File: src/spsc_pkg.sv
// Shared types, constants and helpers of the segmented prime sieve counter.
// Depends on nothing.
package spsc_pkg;

   localparam int SEG_BITS        = 65536;
   localparam int SEG_AW          = $clog2(SEG_BITS);
   localparam int MAX_BASE_PRIMES = 8192;
   localparam int BASE_AW         = $clog2(MAX_BASE_PRIMES);
   localparam int CNT_W           = $clog2(MAX_BASE_PRIMES + 1);
   localparam int ADDR_W          = SEG_AW + 1;
   localparam int OFF_W           = SEG_AW + 2;

   localparam logic [ADDR_W-1:0] SEG_LAST    = ADDR_W'(SEG_BITS - 1);
   localparam logic [27:0]       TOTAL_MAX   = 28'hFFFFFFF;
   localparam logic [16:0]       SEGCNT_MAX  = 17'h1FFFF;
   localparam logic [31:0]       LIMIT_RESET = 32'd100000000;
   localparam logic [31:0]       PRIME_MAX   = 32'd65535;

   typedef enum logic [1:0] {
      CMD_LOAD    = 2'd0,
      CMD_SWEEP   = 2'd1,
      CMD_QUERY   = 2'd2,
      CMD_RESTART = 2'd3
   } cmd_type;

   typedef enum logic [2:0] {
      ST_OK        = 3'd0,
      ST_FULL      = 3'd1,
      ST_PAST      = 3'd2,
      ST_OUTSIDE   = 3'd3,
      ST_NOT_ASCND = 3'd4
   } status_type;

   typedef struct packed {
      cmd_type          op;
      status_type       status;
      logic [31:0]      value;
      logic [31:0]      low;
      logic [31:0]      high;
      logic [CNT_W-1:0] count;
   } item_type;

   function automatic logic [27:0] sat_add(input logic [27:0] a, input logic [27:0] b);
      logic [28:0] s;
      s = {1'b0, a} + {1'b0, b};
      return s[28] ? TOTAL_MAX : s[27:0];
   endfunction

endpackage

File: src/spsc_front.sv
// Front end: accepts commands, holds the limit register and classifies each beat.
// Depends on spsc_pkg.
module spsc_front
   import spsc_pkg::*;
(
   input  logic        clock,
   input  logic        reset,
   input  logic        start,
   input  logic [1:0]  req_cmd,
   input  logic [31:0] req_value,
   input  logic        csr_we,
   input  logic [31:0] csr_wdata,
   input  logic        done,
   output logic        busy,
   output logic        push,
   output item_type    push_item
);
   logic [31:0]      limit_ff, limit_in;
   logic [CNT_W-1:0] count_ff, count_in;
   logic [15:0]      last_ff, last_in;
   logic [32:0]      next_low_ff, next_low_in;
   logic             valid_ff, valid_in;
   logic [31:0]      low_ff, low_in;
   logic [31:0]      high_ff, high_in;
   logic             busy_ff, busy_in;
   logic [32:0]      high_full;
   logic [31:0]      high_cut;
   cmd_type          cmd;

   assign cmd       = cmd_type'(req_cmd);
   assign push      = start && !busy_ff;
   assign busy      = busy_ff;
   assign high_full = next_low_ff + 33'(SEG_BITS - 1);
   assign high_cut  = (high_full > {1'b0, limit_ff}) ? limit_ff : high_full[31:0];

   always_comb begin
      limit_in    = csr_we ? csr_wdata : limit_ff;
      count_in    = count_ff;
      last_in     = last_ff;
      next_low_in = next_low_ff;
      valid_in    = valid_ff;
      low_in      = low_ff;
      high_in     = high_ff;
      busy_in     = busy_ff;
      push_item   = '{op: cmd, status: ST_OK, value: req_value, low: next_low_ff[31:0],
                      high: high_cut, count: count_ff};
      if (done) begin
         busy_in = 1'b0;
      end
      if (push) begin
         busy_in = 1'b1;
         unique case (cmd)
            CMD_LOAD: begin
               if (count_ff == CNT_W'(MAX_BASE_PRIMES)) begin
                  push_item.status = ST_FULL;
               end else if (req_value < 32'd2 || req_value > PRIME_MAX ||
                            (count_ff != '0 && req_value[15:0] <= last_ff)) begin
                  push_item.status = ST_NOT_ASCND;
               end else begin
                  count_in = count_ff + 1'b1;
                  last_in  = req_value[15:0];
               end
            end
            CMD_SWEEP: begin
               if (next_low_ff > {1'b0, limit_ff}) begin
                  push_item.status = ST_PAST;
               end else begin
                  low_in      = next_low_ff[31:0];
                  high_in     = high_cut;
                  valid_in    = 1'b1;
                  next_low_in = {1'b0, high_cut} + 33'd1;
               end
            end
            CMD_QUERY: begin
               if (!valid_ff || req_value < low_ff || req_value > high_ff) begin
                  push_item.status = ST_OUTSIDE;
               end
            end
            CMD_RESTART: begin
               next_low_in = '0;
               valid_in    = 1'b0;
               low_in      = '0;
               high_in     = '0;
            end
         endcase
      end
   end

   always_ff @(posedge clock) begin
      if (reset) begin
         limit_ff    <= LIMIT_RESET;
         count_ff    <= '0;
         last_ff     <= '0;
         next_low_ff <= '0;
         valid_ff    <= 1'b0;
         low_ff      <= '0;
         high_ff     <= '0;
         busy_ff     <= 1'b0;
      end else begin
         limit_ff    <= limit_in;
         count_ff    <= count_in;
         last_ff     <= last_in;
         next_low_ff <= next_low_in;
         valid_ff    <= valid_in;
         low_ff      <= low_in;
         high_ff     <= high_in;
         busy_ff     <= busy_in;
      end
   end
endmodule

File: config.mk
export PLATFORM = sky130hd
export DESIGN_NAME = spsc_front
export DESIGN_NICKNAME = d
export VERILOG_FILES = /design/src/spsc_pkg.sv /design/src/spsc_front.sv
export SDC_FILE = /design/constraint.sdc
export NUM_CORES = 1
export LEC_CHECK = 0
export BUFFER_PORTS_ARGS = -buffer_cell sky130_fd_sc_hd__buf_2
export CAP_MARGIN = 20
export CORE_MARGIN = 1
export CORE_UTILIZATION = 45
export CTS_CLUSTER_SIZE = 16
export DETAILED_ROUTE_END_ITERATION = 10
export PLACE_DENSITY = 0.66
export SETUP_SLACK_MARGIN = 0.1
export SLEW_MARGIN = 20
export SYNTH_ARGS = -nofsm -noshare
export SYNTH_HDL_FRONTEND = slang
export SYNTH_SLANG_ARGS = --single-unit
File: constraint.sdc
create_clock -name clock -period 5.77 [get_ports clock]
set_input_delay 0.577 -clock clock [delete_from_list [all_inputs] [get_ports clock]]
set_output_delay 0.577 -clock clock [all_outputs]
set_load 0.02 [all_outputs]
==> results.yml <==
timing:
  whs_ns: 0.3409
  hold_viol_final: 0
  relSlewSlack: 0.2358
  rsz0062_at_grt: "true"
  clock.fmax_ghz: 0.1809
  setup_tns_ns: 0
  period_share: 0.9578
  skew_ns: 0.01408
  worstMarginPinSlew_ns: 1.146
  setup_viol_count_final: 0
  slew_viol_final: 0
  fin_crit_ns: 5.526
logic_synthesis:
  async_reset_ff_frac: 0
  synth-seq-cells: 161
  synth_nets: 1804
  synth_fa_ha_area_frac: 0.1475
  syn_avg_cell_area_um2: 7.864
  synth.distinct_cells: 90
  synth_top_family_by_area: "simple AND/OR/NAND/NOR gates"
  netlist.top_cell.by_area: "dfxtp_1"
  yosys-top-cells-area: "dfxtp_1 26%, ha_1 15%, nand2_1 4.6%"
  syn_area_um2: 12470
  synth-compound-area-share: 0.1822
  syn-instance-count: 1586
  synth_top_cell_area_share: 0.2584
  synth_warnings: 0
  synth_xor_area_frac: 0.04755
  synth-edff-count: 0
  synth_flop_cell: "dfxtp_1"
  synthMuxAreaShare: 0.02879
  yosys.area_share.simple: 0.2271
  ys_seq_area_frac: 0.2584
die:
  dieArea_um2: 28390
  fp.dieH_um: 168.5
  die_w_um: 168.5
  start_util: 0.4602
  rows: 60
  coreArea_um2: 27100
  io_pins: 188
layout:
  nNetsFinal: 1923
  antenna_cells: 0
  layout_commonest_cell: "buf_2"
  final_cell_mix: "186 x buf_2, 161 x dfxtp_1, 154 x nand2_1, 146 x ha_1, 131 x nor2_1"
  area_delta_synth_final_pct: 13.10
  final_cells: 2090
  drive_gt1_frac: 0.1915
critical_path:
  path_max_fanout: 43
  cp_slowest_stage_delay_ns: 0.60
  worstSetupEndpointType: "output pin"
  critPathArrivalTime_ns: 4.95
  crit_path_cell_trace: "inv_1 > ha_2 > or3b_2 > nor2_4 > nor4b_4 > xor2_2 > ha_1 > nand4_1 > nor3_1 > inv_1 > o2111ai_1 > a31oi_4 > clkbuf_16 > o21ai_0 > buf_2"
  crit_slowest_cell: "or3b_2"
  crit_path_start_kind: "flip-flop"
  cp_common_cell: "inv_1"
  critPathKind: "flip-flop to output pin"
  critPathRequiredTime_ns: 5.19
power:
  p_int_uw: 1826
  worst_ir_drop_vdd_uv: 113.4
  p_clk_frac: 0.438
  powerDensity_nw_per_um2: 186.1
  power_uw: 2625
  p_switching_uw: 799.3
  seqPwrFrac: 0.438
  p_comb_frac: 0.125
  leakagePower_uw: 0.006067
  switching_share: 0.3045
routing:
  drt_iter0_drc: 1293
  route.detailed.drc: 0
  vias: 11860
  ant_nets: 0
  drt-total-wl_um: 40000
  routedWlPerCell_um: 19.14
  viasPerCell: 5.675
  drtPass1Iterations: 5
worst_hold_path:
  hold_path.class: "primary input to flip-flop"
grt:
  overflow: 0
  use_met2: 0.4252
  grt_max_degree: 86
  use_met3: 0.04349
  grt_first_pass_wirelength_um: 61780
  grt_use_met1: 0.4044
  antenna_found_initial: 0
  grt.total_usage: 0.2805
  grt_pass1_vias: 10860
  grt.busiest_layer: "met2"
place:
  gp_congestion: 0.9666
  place_inst: 2057
  place_hpwl_um: 30860
  portBuffers: 187
job:
  max_cap_viol_count: 0
clocking:
  clk_pin_slew_ns: 0.08
  cts_buffer_depth: 2
  cts_setup_buffers: 0
  cts_sinks: 161
  cts_buffers: 17
  insertion_delay_ns: 0.45
  cts_hold_buf: 0
  cts_tree: "done"
  cts-root-buf: "clkbuf_16"
  htree_levels: 4
run_status:
  status: "finished clean"
## power by group through the flow
stage	sequential [uW]	combinational (uW)	clock, uW
after floorplan	1170	224	0
after global placement	1170	317	0
after detailed placement	1170	325	0
after CTS	1150	327	1160
after global routing	1150	365	1200
final	1150	327	1150
## synthesized netlist by cell type, types with 10 or more instances
| cell type | instances |
|---|---|
| o21ai_0 | 55 |
| nor4_1 | 20 |
| mux2i_1 | 28 |
| nor3_1 | 33 |
| o211ai_1 | 18 |
| nand2_1 | 154 |
| nor2_1 | 132 |
| nand3_1 | 39 |
| or3_1 | 10 |
| buf_2 | 19 |
| dfxtp_1 | 161 |
| nor3b_1 | 34 |
| o21ai_1 | 20 |
| a21o_1 | 29 |
| and3_1 | 11 |
| nand4_1 | 38 |
| xnor2_1 | 32 |
| buf_4 | 67 |
| ha_1 | 147 |
| a21oi_1 | 112 |
| xor2_1 | 27 |
| inv_1 | 129 |
| clkbuf_1 | 57 |
| a22oi_1 | 34 |
## metal layers
| layer | routed length, um | part of all wire |
|---|---|---|
| met5 | 0 | 0 |
| met4 | 1004 | 0.025 |
| met3 | 3130 | 0.078 |
| met2 | 17300 | 0.43 |
| met1 | 18570 | 0.46 |
## critical path: cells and delay by family (launching register included)
kind                     cells  cell delay [ns]
AND/OR/NAND/NOR              5             1.55
AO/OA/AOI/OAI                3             1.05
buffers and inverters        4             0.77
adder cells (fa/ha/maj)      2             0.61
flip-flops                   1             0.32
XOR/XNOR                     1             0.16
## path summary, 6_finish.rpt
kind                                                     end                   startpoint  cells past startpoint  slack [ns]
worst max-delay path                           push_item[38]  next_low_ff[0]$_SDFFE_PP0P_                     15        0.24
worst min-delay path               limit_ff[14]$_SDFFE_PP1P_                csr_wdata[14]                      3        0.34
worst max register to register  next_low_ff[30]$_SDFFE_PP0P_  next_low_ff[0]$_SDFFE_PP0P_                     20        0.44
worst min register to register      last_ff[12]$_SDFFE_PP0P_     last_ff[12]$_SDFFE_PP0P_                      2        0.45
## cell type report
cell class,count,area (um^2)
inverters,130,488.0
repair buffers,249,1425
flip-flops and latches,161,3223
clock buffers,18,429.2
clock inverters,14,146.4
multi-input cells,1146,7929
fillers,2650,13000
well taps,372,465.4
## stage by stage
stage                 util  worst slack, ns  cell area [um^2]
floorplan                -           0.2139             12480
global placement    0.4979           0.5940             13490
detailed placement  0.4979           0.4943             13490
CTS                 0.5192           0.1310             14070
global route        0.5205          0.05626             14110
finish              0.5205           0.2436             14110
## state kept, by name, summed over array words and instances, names as in the netlist
name	count
busy	1
limit_ff	32
count_ff	14
high_ff	32
low_ff	32
valid_ff	1
last_ff	16
next_low_ff	33
## cell families (layout without fill, tap and decap cells)
| group | Yosys count | count (layout) |
|---|---|---|
| DFF | 161 | 161 |
| and+or+nand+nor | 547 | 547 |
| AOI/OAI and AO/OA | 354 | 354 |
| buffers and inverters | 279 | 411 |
| xor gates and xnor gates | 63 | 63 |
| muxes | 35 | 35 |
| adders and majority gates | 147 | 147 |
## what timing repair did
item,in CTS,in global routing
hold endpoints to repair,0,0
setup endpoints to repair,0,30
resized for setup,0,6
(Power assumes the default switching activity.)
