[config.mk]
export PLATFORM = sky130hd
export DESIGN_NAME = spsc_fifo
export DESIGN_NICKNAME = d
export VERILOG_FILES = /design/src/spsc_pkg.sv /design/src/spsc_fifo.sv
export SDC_FILE = /design/constraint.sdc
export NUM_CORES = 1
export LEC_CHECK = 0
export BUFFER_PORTS_ARGS = -buffer_cell sky130_fd_sc_hd__buf_2
export CAP_MARGIN = 5
export CORE_MARGIN = 4
export CORE_UTILIZATION = 55
export DETAILED_ROUTE_END_ITERATION = 8
export GPL_TIMING_DRIVEN = 0
export PLACE_DENSITY = 0.84
export REMOVE_ABC_BUFFERS = 1
export SETUP_SLACK_MARGIN = 0.3
export SYNTH_ARGS = -nofsm -noshare
export SYNTH_HDL_FRONTEND = slang
export SYNTH_SLANG_ARGS = --single-unit
[constraint.sdc]
create_clock -name clock -period 15.9 [get_ports clock]
set_clock_uncertainty 0.05 [all_clocks]
set_input_delay 1.59 -clock clock [delete_from_list [all_inputs] [get_ports clock]]
set_output_delay 1.59 -clock clock [all_outputs]
set_load 0.1 [all_outputs]
[src/spsc_pkg.sv]
// Shared types, constants and helpers of the segmented prime sieve counter.
// Depends on nothing.
package spsc_pkg;

   localparam int SEG_BITS        = 65536;
   localparam int SEG_AW          = $clog2(SEG_BITS);
   localparam int MAX_BASE_PRIMES = 8192;
   localparam int BASE_AW         = $clog2(MAX_BASE_PRIMES);
   localparam int CNT_W           = $clog2(MAX_BASE_PRIMES + 1);
   localparam int ADDR_W          = SEG_AW + 1;
   localparam int OFF_W           = SEG_AW + 2;

   localparam logic [ADDR_W-1:0] SEG_LAST    = ADDR_W'(SEG_BITS - 1);
   localparam logic [27:0]       TOTAL_MAX   = 28'hFFFFFFF;
   localparam logic [16:0]       SEGCNT_MAX  = 17'h1FFFF;
   localparam logic [31:0]       LIMIT_RESET = 32'd100000000;
   localparam logic [31:0]       PRIME_MAX   = 32'd65535;

   typedef enum logic [1:0] {
      CMD_LOAD    = 2'd0,
      CMD_SWEEP   = 2'd1,
      CMD_QUERY   = 2'd2,
      CMD_RESTART = 2'd3
   } cmd_type;

   typedef enum logic [2:0] {
      ST_OK        = 3'd0,
      ST_FULL      = 3'd1,
      ST_PAST      = 3'd2,
      ST_OUTSIDE   = 3'd3,
      ST_NOT_ASCND = 3'd4
   } status_type;

   typedef struct packed {
      cmd_type          op;
      status_type       status;
      logic [31:0]      value;
      logic [31:0]      low;
      logic [31:0]      high;
      logic [CNT_W-1:0] count;
   } item_type;

   function automatic logic [27:0] sat_add(input logic [27:0] a, input logic [27:0] b);
      logic [28:0] s;
      s = {1'b0, a} + {1'b0, b};
      return s[28] ? TOTAL_MAX : s[27:0];
   endfunction

endpackage

[src/spsc_fifo.sv]
// Two-entry queue of classified commands between the front and back ends.
// Depends on spsc_pkg.
module spsc_fifo
   import spsc_pkg::*;
(
   input  logic     clock,
   input  logic     reset,
   input  logic     push,
   input  item_type push_item,
   input  logic     pop,
   output logic     empty,
   output item_type head
);
   item_type   mem_ff [2];
   logic       wr_ff, wr_in;
   logic       rd_ff, rd_in;
   logic [1:0] used_ff, used_in;

   assign empty = (used_ff == 2'd0);
   assign head  = mem_ff[rd_ff];

   always_comb begin
      wr_in   = wr_ff;
      rd_in   = rd_ff;
      used_in = used_ff;
      if (push && used_ff != 2'd2) begin
         wr_in = !wr_ff;
      end
      if (pop && !empty) begin
         rd_in = !rd_ff;
      end
      used_in = used_ff + 2'((push && used_ff != 2'd2) ? 1 : 0) - 2'((pop && !empty) ? 1 : 0);
   end

   always_ff @(posedge clock) begin
      if (push && used_ff != 2'd2) begin
         mem_ff[wr_ff] <= push_item;
      end
      if (reset) begin
         wr_ff   <= 1'b0;
         rd_ff   <= 1'b0;
         used_ff <= 2'd0;
      end else begin
         wr_ff   <= wr_in;
         rd_ff   <= rd_in;
         used_ff <= used_in;
      end
   end
endmodule

==> results of run 1 <==
## layout by cell type (no fill, tap or decap), drive strengths merged, types with 2 or more instances in the layout
master,instances
buf,242
xnor2,2
mux2,116
dfxtp,5
clkinv,8
edfxtp,230
clkbuf,30
ha,2
inv,3
nor2,8
## through the flow
| stage | cells | hold WS [ps] | setup WS, ps |
|---|---|---|---|
| finish | 862 | 474 | 12190 |
| global route | 862 | 523 | 12110 |
| CTS | 862 | 481 | 12160 |
| detailed placement | 823 | 469 | 12520 |
| global placement | 815 | 444 | 6630 |
| floorplan | 370 | 431 | 8810 |
## worst paths after layout
check | start | to | cells past startpoint
hold reg to reg | rd_ff$_SDFFE_PP0P_ | flop | 2
hold / removal | rd_ff$_SDFFE_PP0P_ | flop | 2
setup / recovery | flop | head[35] | 3
setup reg to reg | used_ff[1]$_SDFF_PP0_ | mem_ff[1][48]$_DFFE_PP_ | 5
## critical path: cells and delay by family (launching register included)
family	cells	cell delay, ps
flops	1	530
mux	1	400
buf+inv	2	620
## final cells by class
type                       count  area [µm²]
sequential                   235        7010
multi-input combinational    132        1610
fill                         941        4440
clock buffer                  30         644
inverter                       3        11.3
clock inverter                 9        40.0
timing repair buffer         242        1350
tap                          211         264
## sequential cells by signal, summed over array words and instances, names as in the netlist, named ones only
signal / cells
mem_ff: 230
used_ff: 2
rd_ff: 1
wr_ff: 1
## cells by family after synthesis
group           Yosys count  share of synthesized area
compound gates            2                    0.00186
xor+xnor                  3                    0.00301
fa+ha+maj                 2                    0.00287
buf+inv                  16                     0.0138
flops                   235                      0.803
mux                     116                      0.171
simple gates              9                    0.00416
## routing by layer
metal | wire, µm | GRT usage | vias to the layer above
met5 | 0 | 0 | -
met4 | 168 | 0.0354 | 0
met3 | 1550 | 0.0638 | 18
met2 | 8260 | 0.313 | 171
met1 | 6250 | 0.209 | 2150
li1 | - | - | 2030
==> metrics.txt, run 1 <==
# TYPE chip_impl_metric gauge
chip_impl_metric{name="wl_per_cell",unit="µm"} 18.8
chip_impl_metric{name="cp.arrival",unit="ps"} 2070
chip_impl_metric{name="final-hold-violation-count",unit=""} 0
chip_impl_metric{name="first_pass_iters",unit=""} 4
chip_impl_metric{name="num_rows",unit=""} 45
chip_impl_metric{name="clkTransAtPathRegs",unit="ps"} 60
chip_impl_metric{name="maximum_number_of_pins_on_one_net_before_global_route_repair",unit=""} 55
chip_impl_metric{name="synth_seq_area_share",unit=""} 0.803
chip_impl_metric{name="fin_util",unit=""} 0.711
chip_impl_metric{name="vias",unit=""} 4369
chip_impl_metric{name="io_pins",unit=""} 235
chip_impl_metric{name="timing.final.crit_share",unit=""} 0.234
chip_impl_info{name="post_synth_main_area_contributors",value="sky130_fd_sc_hd__edfxtp_1, sky130_fd_sc_hd__mux2_4, sky130_fd_sc_hd__mux2_2"} 1
chip_impl_metric{name="synth_largest_type_area_fraction",unit=""} 0.792
chip_impl_metric{name="layout-area-overhead-vs-synth",unit="%"} 25.3
chip_impl_info{name="critical_path.cell_chain",value="buf_16 -> mux2_2 -> buf_2"} 1
chip_impl_info{name="synthDominantAreaCellType",value="sky130_fd_sc_hd__edfxtp_1"} 1
chip_impl_metric{name="avgSynthCellArea",unit="µm²"} 22.8
chip_impl_metric{name="layout.nets",unit=""} 759
chip_impl_metric{name="diodes",unit=""} 0
chip_impl_info{name="timing.critical_path.to_type",value="output port"} 1
chip_impl_metric{name="drtIter0Drc",unit=""} 192
chip_impl_metric{name="path_max_fanout",unit=""} 54
chip_impl_metric{name="ys_async_sr_fraction",unit=""} 0
chip_impl_metric{name="post_route_cells_drive_above_1_share",unit=""} 0.599
chip_impl_metric{name="syn_inst",unit=""} 383
chip_impl_metric{name="period_needed",unit="ps"} 3710
chip_impl_metric{name="grt_pass1_vias",unit=""} 4775
chip_impl_metric{name="critical_path_required",unit="ps"} 14260
chip_impl_metric{name="postLayoutCellArea",unit="mm²"} 0.0109
chip_impl_info{name="yosys.cell_count.top_type",value="sky130_fd_sc_hd__edfxtp_1"} 1
chip_impl_metric{name="synth.distinct_cells",unit=""} 14
chip_impl_metric{name="clock_path_buffers",unit=""} 3
chip_impl_metric{name="post_cts.repair.setup_buffers",unit=""} 0
chip_impl_metric{name="starting_utilization_of_the_core_area",unit=""} 0.568
chip_impl_info{name="tritoncts",value="done"} 1
chip_impl_info{name="run_status",value="finished, final reports clean"} 1
chip_impl_metric{name="drt_wl_total",unit="µm"} 16200
chip_impl_info{name="commonest_cells_in_the_netlist",value="sky130_fd_sc_hd__edfxtp_1, sky130_fd_sc_hd__mux2_2, sky130_fd_sc_hd__mux2_4"} 1
chip_impl_metric{name="globalplace.congestion",unit=""} 0.704
chip_impl_metric{name="vias_per_cell",unit=""} 5.07
chip_impl_metric{name="die_w",unit="µm"} 134
chip_impl_info{name="clockRootBuffer",value="sky130_fd_sc_hd__clkbuf_16"} 1
chip_impl_metric{name="cts_num_sinks",unit=""} 235
chip_impl_metric{name="slew-limit-headroom",unit=""} 0.453
chip_impl_metric{name="setup.reg_to_reg.worst_slack",unit="ps"} 13790
chip_impl_info{name="cell_at_the_slowest_stage_of_the_critical_path",value="sky130_fd_sc_hd__dfxtp_4"} 1
chip_impl_info{name="cp-start-kind",value="flop"} 1
chip_impl_metric{name="core_region_area",unit="mm²"} 0.0154
chip_impl_metric{name="yosys_warnings",unit=""} 0
chip_impl_metric{name="synth.ff_latch_count",unit=""} 235
chip_impl_metric{name="tritoncts.num_buffers",unit=""} 24
chip_impl_metric{name="post_cts_resized",unit=""} 0
chip_impl_metric{name="hpwl",unit="µm"} 11100
chip_impl_metric{name="cts-htree-levels",unit=""} 1
chip_impl_metric{name="cts_hold_buffers",unit=""} 0
chip_impl_metric{name="placement.cell_area",unit="mm²"} 0.0102
chip_impl_metric{name="synth_enable_flop_cells",unit=""} 230
chip_impl_metric{name="fp.dieArea",unit="mm²"} 0.0179
chip_impl_metric{name="clk-insertion-delay-late",unit="ps"} 490
chip_impl_metric{name="initial_antenna_violation_count",unit=""} 0
chip_impl_metric{name="grt_first_pass_wirelength",unit="µm"} 25200
chip_impl_info{name="synth_top_flop_cell",value="sky130_fd_sc_hd__edfxtp_1"} 1
chip_impl_metric{name="die_height",unit="µm"} 134
chip_impl_metric{name="timing.final.max_slew_violations",unit=""} 0
chip_impl_metric{name="synth.cell_area",unit="mm²"} 0.00872
chip_impl_metric{name="grt_overflow",unit=""} 0
chip_impl_metric{name="cap_violations",unit=""} 0
chip_impl_metric{name="portBuffers",unit=""} 234
chip_impl_metric{name="worst-slew-pin-transition",unit="ps"} 819
chip_impl_metric{name="track_usage",unit=""} 0.177
chip_impl_metric{name="worst_path_largest_cell_delay",unit="ps"} 530
chip_impl_metric{name="report.final.setup_viol",unit=""} 0
chip_impl_metric{name="fmaxAchievable",unit="GHz"} 0.269
chip_impl_metric{name="setup_total_negative_slack",unit="ps"} 0
chip_impl_info{name="min-delay-path-class",value="reg -> reg"} 1
chip_impl_info{name="criticalPathCategory",value="reg -> out"} 1
chip_impl_metric{name="remaining_drc_errors",unit=""} 0
chip_impl_metric{name="antenna_violating_nets_post_route",unit=""} 0
chip_impl_info{name="grt_setup_unrepaired",value="false"} 1
Power of run 1 is not shown: default switching activity piles up to over one toggle a cycle in this logic, so the estimate is an artifact.
==> run 2, diff against run 1 <==
Settings changed: ABC_AREA set to 1, CORE_UTILIZATION 55 to 47, PLACE_DENSITY 0.84 to 0.76.
Clock period 15.9 ns to 2.98 ns, I/O delays scaled along.
==> run 2 against run 1 <==
  * Register-to-register slack worse by 13000 ps
  * Hold slack worse by 400 ps
  * First-iteration DRC count is 6.8% higher
  * Sequential cell count stayed put
  * Die area is 16% higher
  * Critical path depth is 1 higher
  * Via count is 14% higher
  * Non-clock buffer count is 118 higher
  * Synthesized cell count is 3.1% higher
  * Cell count is 18% higher
  * Area after synthesis is 0.20% higher
  * Critical path type unchanged
==> metrics.txt, run 2 <==
# TYPE chip_impl_metric gauge
chip_impl_metric{name="num_rows",unit=""} 49
chip_impl_metric{name="tritoncts.num_buffers",unit=""} 25
chip_impl_metric{name="vdd_ir_drop_max",unit="V"} 0.000681
chip_impl_metric{name="report.final.setup_viol",unit=""} 0
chip_impl_metric{name="setup_total_negative_slack",unit="ps"} 0
chip_impl_metric{name="clock_path_buffers",unit=""} 3
chip_impl_metric{name="timing.final.max_slew_violations",unit=""} 0
chip_impl_info{name="layout_commonest_cell",value="sky130_fd_sc_hd__buf_2"} 1
chip_impl_metric{name="synth.distinct_cells",unit=""} 12
chip_impl_info{name="criticalPathCategory",value="reg -> out"} 1
chip_impl_metric{name="synth_seq_area_share",unit=""} 0.801
chip_impl_metric{name="cts_num_sinks",unit=""} 235
chip_impl_info{name="largest_registers",value="mem_ff x230, used_ff x2"} 1
chip_impl_metric{name="slew-limit-headroom",unit=""} 0.442
chip_impl_metric{name="portBuffers",unit=""} 234
chip_impl_metric{name="synth_compound_gate_area_share",unit=""} 0.00114
chip_impl_metric{name="synth_fa_ha_area_frac",unit=""} 0.00286
chip_impl_metric{name="vias",unit=""} 4981
chip_impl_metric{name="layout.nets",unit=""} 890
chip_impl_metric{name="hpwl",unit="µm"} 11600
chip_impl_metric{name="initial_antenna_violation_count",unit=""} 0
chip_impl_info{name="grt_setup_unrepaired",value="false"} 1
chip_impl_metric{name="period_needed",unit="ps"} 2520
chip_impl_info{name="commonest_cells_in_the_netlist",value="sky130_fd_sc_hd__edfxtp_1, sky130_fd_sc_hd__mux2_2, sky130_fd_sc_hd__mux2_4"} 1
chip_impl_metric{name="combinationalPowerShare",unit=""} 0.446
chip_impl_metric{name="synthMuxAreaShare",unit=""} 0.170
chip_impl_metric{name="worst-slew-pin-transition",unit="ps"} 835
chip_impl_info{name="synthDominantAreaCellType",value="sky130_fd_sc_hd__edfxtp_1"} 1
chip_impl_metric{name="clk-insertion-delay-late",unit="ps"} 500
chip_impl_metric{name="grt_overflow",unit=""} 0
chip_impl_metric{name="synth.ff_latch_count",unit=""} 235
chip_impl_metric{name="vias_per_cell",unit=""} 4.92
chip_impl_metric{name="drt_wl_total",unit="µm"} 19500
chip_impl_metric{name="final-hold-violation-count",unit=""} 0
chip_impl_metric{name="intPower",unit="W"} 0.00704
chip_impl_metric{name="post_synthesis_share_of_cell_area_spent_on_xor_and_xnor_gates",unit=""} 0
chip_impl_metric{name="yosys_warnings",unit=""} 0
chip_impl_metric{name="fill_cells",unit=""} 1200
chip_impl_metric{name="drtIter0Drc",unit=""} 205
chip_impl_info{name="post_synth_main_area_contributors",value="sky130_fd_sc_hd__edfxtp_1, sky130_fd_sc_hd__mux2_4, sky130_fd_sc_hd__mux2_2"} 1
chip_impl_metric{name="postLayoutCellArea",unit="mm²"} 0.0122
chip_impl_metric{name="diodes",unit=""} 0
chip_impl_metric{name="core_region_area",unit="mm²"} 0.0181
chip_impl_metric{name="track_usage",unit=""} 0.176
chip_impl_metric{name="cp.arrival",unit="ps"} 2170
chip_impl_metric{name="layout-area-overhead-vs-synth",unit="%"} 39.9
chip_impl_metric{name="synth_simple_gate_area_frac",unit=""} 0.00902
chip_impl_metric{name="cellLeakagePower",unit="nW"} 4.75
chip_impl_metric{name="fp.dieArea",unit="mm²"} 0.0208
chip_impl_info{name="cp-start-kind",value="flop"} 1
chip_impl_metric{name="maximum_number_of_pins_on_one_net_before_global_route_repair",unit=""} 71
chip_impl_metric{name="placement.cell_area",unit="mm²"} 0.0103
chip_impl_metric{name="net-switching-power",unit="W"} 0.00575
chip_impl_metric{name="synth.cell_area",unit="mm²"} 0.00874
chip_impl_metric{name="relative_contribution_of_sequential_cells_to_total_power",unit=""} 0.339
chip_impl_metric{name="fin_util",unit=""} 0.674
chip_impl_metric{name="avgSynthCellArea",unit="µm²"} 22.1
chip_impl_metric{name="sw_frac_of_total",unit=""} 0.450
chip_impl_metric{name="synth_enable_flop_cells",unit=""} 230
chip_impl_metric{name="syn_inst",unit=""} 395
chip_impl_metric{name="globalplace.congestion",unit=""} 0.749
chip_impl_metric{name="critical_path_required",unit="ps"} 2630
chip_impl_metric{name="path_max_fanout",unit=""} 24
chip_impl_info{name="clockRootBuffer",value="sky130_fd_sc_hd__clkbuf_16"} 1
chip_impl_info{name="synth_top_flop_cell",value="sky130_fd_sc_hd__edfxtp_1"} 1
chip_impl_metric{name="cellPowerDensity",unit="mW/mm²"} 1050
chip_impl_metric{name="wl_per_cell",unit="µm"} 19.3
chip_impl_metric{name="fmaxAchievable",unit="GHz"} 0.396
chip_impl_info{name="regMostFlops",value="mem_ff"} 1
chip_impl_metric{name="grt_first_pass_wirelength",unit="µm"} 28600
chip_impl_metric{name="post_route_cells_drive_above_1_share",unit=""} 0.496
chip_impl_metric{name="first_pass_iters",unit=""} 4
chip_impl_metric{name="largest_register_ff_count",unit=""} 230
chip_impl_metric{name="clkTransAtPathRegs",unit="ps"} 60
chip_impl_info{name="tritoncts",value="done"} 1
chip_impl_metric{name="hold_ws",unit="ps"} 79.1
chip_impl_metric{name="remaining_drc_errors",unit=""} 0
chip_impl_metric{name="antenna_violating_nets_post_route",unit=""} 0
chip_impl_metric{name="timing.final.crit_share",unit=""} 0.846
chip_impl_metric{name="share_clk_of_total_power",unit=""} 0.216
chip_impl_metric{name="io_pins",unit=""} 235
chip_impl_info{name="synth_top_family_by_area",value="multiplexers"} 1
chip_impl_metric{name="die_height",unit="µm"} 144
chip_impl_info{name="min-delay-path-class",value="in -> reg"} 1
chip_impl_metric{name="ys_async_sr_fraction",unit=""} 0
chip_impl_metric{name="die_w",unit="µm"} 144
chip_impl_info{name="timing.critical_path.to_type",value="output port"} 1
chip_impl_info{name="run_status",value="finished, final reports clean"} 1
chip_impl_metric{name="cts-htree-levels",unit=""} 1
chip_impl_info{name="yosys.cell_count.top_type",value="sky130_fd_sc_hd__edfxtp_1"} 1
chip_impl_metric{name="grt_pass1_vias",unit=""} 5546
chip_impl_metric{name="synth_largest_type_area_fraction",unit=""} 0.790
chip_impl_metric{name="starting_utilization_of_the_core_area",unit=""} 0.482
chip_impl_info{name="most-common-layout-cells",value="sky130_fd_sc_hd__buf_2, sky130_fd_sc_hd__edfxtp_1, sky130_fd_sc_hd__dlygate4sd3_1, sky130_fd_sc_hd__mux2_2, sky130_fd_sc_hd__mux2_4"} 1
chip_impl_metric{name="cap_violations",unit=""} 0
[run 2: changes by cell type in the layout (fill, tap and decap cells not counted), sizes merged, moves of 2 or more]
cell / delta
a21oi: +2
clkbuf: +5
dlygate4sd3: +116
inv: +5
nand2: +8
nand3: +3
xnor2: -2
[run 2: repair_timing]
item,CTS,global route
endpoints found under the hold margin,231,0
resized for setup,3,0
gates cloned,0,2
buffers inserted,1,0
setup endpoints to repair,48,45
pin swaps,0,0
hold buffers,116,0
[run 2: critical path: stages, from the launching register on]
cell and delay, ps:
sky130_fd_sc_hd__dfxtp_4 520, sky130_fd_sc_hd__buf_16 230, sky130_fd_sc_hd__clkbuf_16 270, sky130_fd_sc_hd__mux2_4 320, sky130_fd_sc_hd__buf_2 290
[run 2: kinds of logic after synthesis]
kind of cell               after synthesis
buffers and inverters                   21
muxes                                  115
adders and majority gates                2
and+or+nand+nor                         20
DFF                                    235
AOI/OAI and AO/OA                        2
[run 2: layer usage]
metal	wire [µm]	global-route usage
met1	7110	0.192
met2	10600	0.336
met3	1360	0.0427
met4	444	0.0545
met5	0	0
[run 2: cell type report]
class	instances	area, µm²	area share
clock inverters	9	61.3	0.00501
well taps	229	287	0.0234
multi-input cells	139	1600	0.131
flip-flops and latches	235	7010	0.573
clock buffers	33	656	0.0536
repair buffers	360	2580	0.211
inverters	8	35.0	0.00286
[run 2: worst paths after layout]
check / end / cells past startpoint / slack [ps] / from
worst max register to register: mem_ff[0][90]$_DFFE_PP_ / 6 / 740 / used_ff[0]$_SDFF_PP0_
worst max-delay path: head[100] / 4 / 460 / flop
worst min-delay path: wr_ff$_SDFFE_PP0N_ / 3 / 80 / push
worst min register to register: flop / 2 / 520 / rd_ff$_SDFFE_PP0P_
[run 2: power groups by stage]
stage	Clock (W)	Sequential (W)	Combinational, W
5_1_grt	0.00297	0.00437	0.00588
3_3_place_gp	0	0.00465	0.00528
2_1_floorplan	0	0.00455	0.00458
3_5_place_dp	0	0.00441	0.00549
6_report	0.00276	0.00434	0.00570
4_1_cts	0.00281	0.00433	0.00567
[run 2: stage by stage]
stage | std cells | setup slack, ps | power [W]
final | 1013 | 458 | 0.0128
after global placement | 845 | -5310 | 0.00993
after detailed placement | 852 | 686 | 0.00991
after CTS | 1011 | 251 | 0.0128
after global routing | 1013 | 375 | 0.0132
after floorplan | 382 | -2980 | 0.00913
(Power assumes the default switching activity.)
==> run 3, diff against run 2 <==
Clock period 2.98 ns to 2.1 ns, I/O delays scaled along.
==> run 3 against run 2 <==
  * Hold slack got worse by 21 ps
  * First-iteration DRC count up 34%
  * Via count increased by 8.8%
  * Sequential share of layout area down 8.0 points
  * Critical endpoint is now head[85]
  * Highest routed layer unchanged
==> metrics.txt, run 3 (synthesized netlist as in run 2, its figures left out) <==
# TYPE chip_impl_metric gauge
chip_impl_metric{name="largest_register_ff_count",unit=""} 230
chip_impl_metric{name="cts_num_sinks",unit=""} 235
chip_impl_metric{name="cap_violations",unit=""} 0
chip_impl_info{name="clockRootBuffer",value="sky130_fd_sc_hd__clkbuf_16"} 1
chip_impl_metric{name="finalNonFillerCells",unit=""} 1039
chip_impl_metric{name="vias",unit=""} 5421
chip_impl_metric{name="cp.arrival",unit="ps"} 1830
chip_impl_metric{name="timing.final.crit_share",unit=""} 0.994
chip_impl_metric{name="antenna_violating_nets_post_route",unit=""} 0
chip_impl_info{name="grt_setup_unrepaired",value="true"} 1
chip_impl_metric{name="first_pass_iters",unit=""} 4
chip_impl_metric{name="final.setup.worst_slack",unit="ps"} 13.2
chip_impl_metric{name="intPower",unit="W"} 0.0122
chip_impl_metric{name="drt_wl_total",unit="µm"} 25100
chip_impl_metric{name="io_pins",unit=""} 235
chip_impl_metric{name="clkTransAtPathRegs",unit="ps"} 60
chip_impl_metric{name="worst-slew-pin-transition",unit="ps"} 430
chip_impl_metric{name="timing.final.max_slew_violations",unit=""} 0
chip_impl_metric{name="remaining_drc_errors",unit=""} 0
chip_impl_metric{name="core_region_area",unit="mm²"} 0.0181
chip_impl_metric{name="portBuffers",unit=""} 234
chip_impl_metric{name="report.final.setup_viol",unit=""} 0
chip_impl_metric{name="die_w",unit="µm"} 144
chip_impl_metric{name="period_needed",unit="ps"} 2090
chip_impl_metric{name="place_ws",unit="ps"} -171
chip_impl_metric{name="clock_path_buffers",unit=""} 3
chip_impl_metric{name="path_max_fanout",unit=""} 7
chip_impl_info{name="regMostFlops",value="mem_ff"} 1
chip_impl_info{name="criticalPathCategory",value="reg -> out"} 1
chip_impl_metric{name="initial_antenna_violation_count",unit=""} 1
chip_impl_metric{name="layout.nets",unit=""} 915
chip_impl_metric{name="placed_cells_incl_taps",unit=""} 852
chip_impl_metric{name="grt_first_pass_wirelength",unit="µm"} 36100
chip_impl_metric{name="cellPowerDensity",unit="mW/mm²"} 1490
chip_impl_info{name="tritoncts",value="done"} 1
chip_impl_info{name="cp-start-kind",value="flop"} 1
chip_impl_metric{name="tritoncts.num_buffers",unit=""} 25
chip_impl_metric{name="die_height",unit="µm"} 144
chip_impl_metric{name="cellLeakagePower",unit="nW"} 5.58
chip_impl_metric{name="hold_ws",unit="ps"} 57.8
chip_impl_metric{name="post_route_cells_drive_above_1_share",unit=""} 0.524
chip_impl_metric{name="track_usage",unit=""} 0.233
chip_impl_info{name="layout_commonest_cell",value="sky130_fd_sc_hd__edfxtp_1"} 1
chip_impl_metric{name="cts-htree-levels",unit=""} 1
chip_impl_metric{name="clk-insertion-delay-late",unit="ps"} 500
chip_impl_metric{name="wl_per_cell",unit="µm"} 24.2
chip_impl_metric{name="vdd_ir_drop_max",unit="V"} 0.000919
chip_impl_metric{name="grt_pass1_vias",unit=""} 6100
chip_impl_info{name="run_status",value="finished, final reports clean"} 1
chip_impl_info{name="timing.critical_path.to_type",value="output port"} 1
chip_impl_metric{name="starting_utilization_of_the_core_area",unit=""} 0.482
chip_impl_metric{name="hpwl",unit="µm"} 11600
chip_impl_metric{name="net-switching-power",unit="W"} 0.00899
chip_impl_metric{name="globalplace.congestion",unit=""} 0.749
chip_impl_metric{name="drtIter0Drc",unit=""} 274
chip_impl_metric{name="layout-area-overhead-vs-synth",unit="%"} 62.8
chip_impl_metric{name="grt_overflow",unit=""} 0
chip_impl_metric{name="critical_path_required",unit="ps"} 1840
chip_impl_metric{name="fp.dieArea",unit="mm²"} 0.0208
chip_impl_metric{name="sw_frac_of_total",unit=""} 0.425
chip_impl_metric{name="setup_total_negative_slack",unit="ps"} 0
chip_impl_info{name="min-delay-path-class",value="in -> reg"} 1
chip_impl_metric{name="relative_contribution_of_sequential_cells_to_total_power",unit=""} 0.292
chip_impl_info{name="largest_registers",value="mem_ff x230, used_ff x2"} 1
chip_impl_metric{name="vias_per_cell",unit=""} 5.22
chip_impl_metric{name="num_rows",unit=""} 49
chip_impl_metric{name="fmaxAchievable",unit="GHz"} 0.479
chip_impl_metric{name="final-hold-violation-count",unit=""} 0
chip_impl_metric{name="share_clk_of_total_power",unit=""} 0.189
chip_impl_info{name="most-common-layout-cells",value="sky130_fd_sc_hd__edfxtp_1, sky130_fd_sc_hd__buf_2, sky130_fd_sc_hd__dlygate4sd3_1, sky130_fd_sc_hd__mux2_4, sky130_fd_sc_hd__buf_12"} 1
chip_impl_metric{name="combinationalPowerShare",unit=""} 0.519
chip_impl_metric{name="maximum_number_of_pins_on_one_net_before_global_route_repair",unit=""} 36
chip_impl_metric{name="slew-limit-headroom",unit=""} 0.712
chip_impl_metric{name="setup.reg_to_reg.worst_slack",unit="ps"} 310
## run 3: metal layers
metal,part of all wire,global-route usage
met4,0.029,0.0692
met2,0.55,0.438
met5,0,0
met3,0.059,0.0446
met1,0.36,0.268
## run 3: stage by stage
| step | total power, W | util | instance area [µm²] |
|---|---|---|---|
| finish | 0.0212 | 0.784 | 14200 |
| floorplan | 0.0130 | - | 8630 |
| global placement | 0.0123 | 0.556 | 10100 |
| detailed placement | 0.0141 | 0.567 | 10300 |
| global route | 0.0218 | 0.784 | 14200 |
| CTS | 0.0207 | 0.772 | 14000 |
## run 3: power groups by stage
stage / sequential (W) / clock (W) / combinational [W]
after CTS: 0.00613 / 0.00399 / 0.0106
after floorplan: 0.00646 / 0 / 0.00650
after global routing: 0.00623 / 0.00429 / 0.0112
final: 0.00619 / 0.00399 / 0.0110
after global placement: 0.00635 / 0 / 0.00591
after detailed placement: 0.00626 / 0 / 0.00780
## run 3: worst paths after layout
path | start | cells past startpoint | endpoint
setup / recovery | flop | 5 | head[85]
hold / removal | push | 3 | wr_ff$_SDFFE_PP0N_
setup reg to reg | used_ff[0]$_SDFF_PP0_ | 11 | used_ff[1]$_SDFF_PP0_
hold reg to reg | rd_ff$_SDFFE_PP0P_ | 2 | flop
## run 3: area by class of cell
type                    count  area (µm²)
repair buffers            382        4330
multi-input cells         140        1800
inverters                   8        56.3
fillers                   908        3920
clock buffers              33         656
diodes                      1        2.50
well taps                 229         287
clock inverters             9        61.3
repair inverters            2        17.5
flip-flops and latches    235        7010
## run 3: critical path: stages, from the launching register on
cell	delay [ps]
sky130_fd_sc_hd__dfxtp_4	400
sky130_fd_sc_hd__buf_16	160
sky130_fd_sc_hd__buf_12	110
sky130_fd_sc_hd__buf_16	130
sky130_fd_sc_hd__mux2_4	330
sky130_fd_sc_hd__buf_12	170
## run 3: repair_timing
action	in CTS	in global routing
pin swaps	1	0
setup buffers	14	0
gates resized for setup	399	51
hold endpoints to repair	235	0
setup endpoints to repair	300	236
hold buffers	117	0
gates cloned	13	0
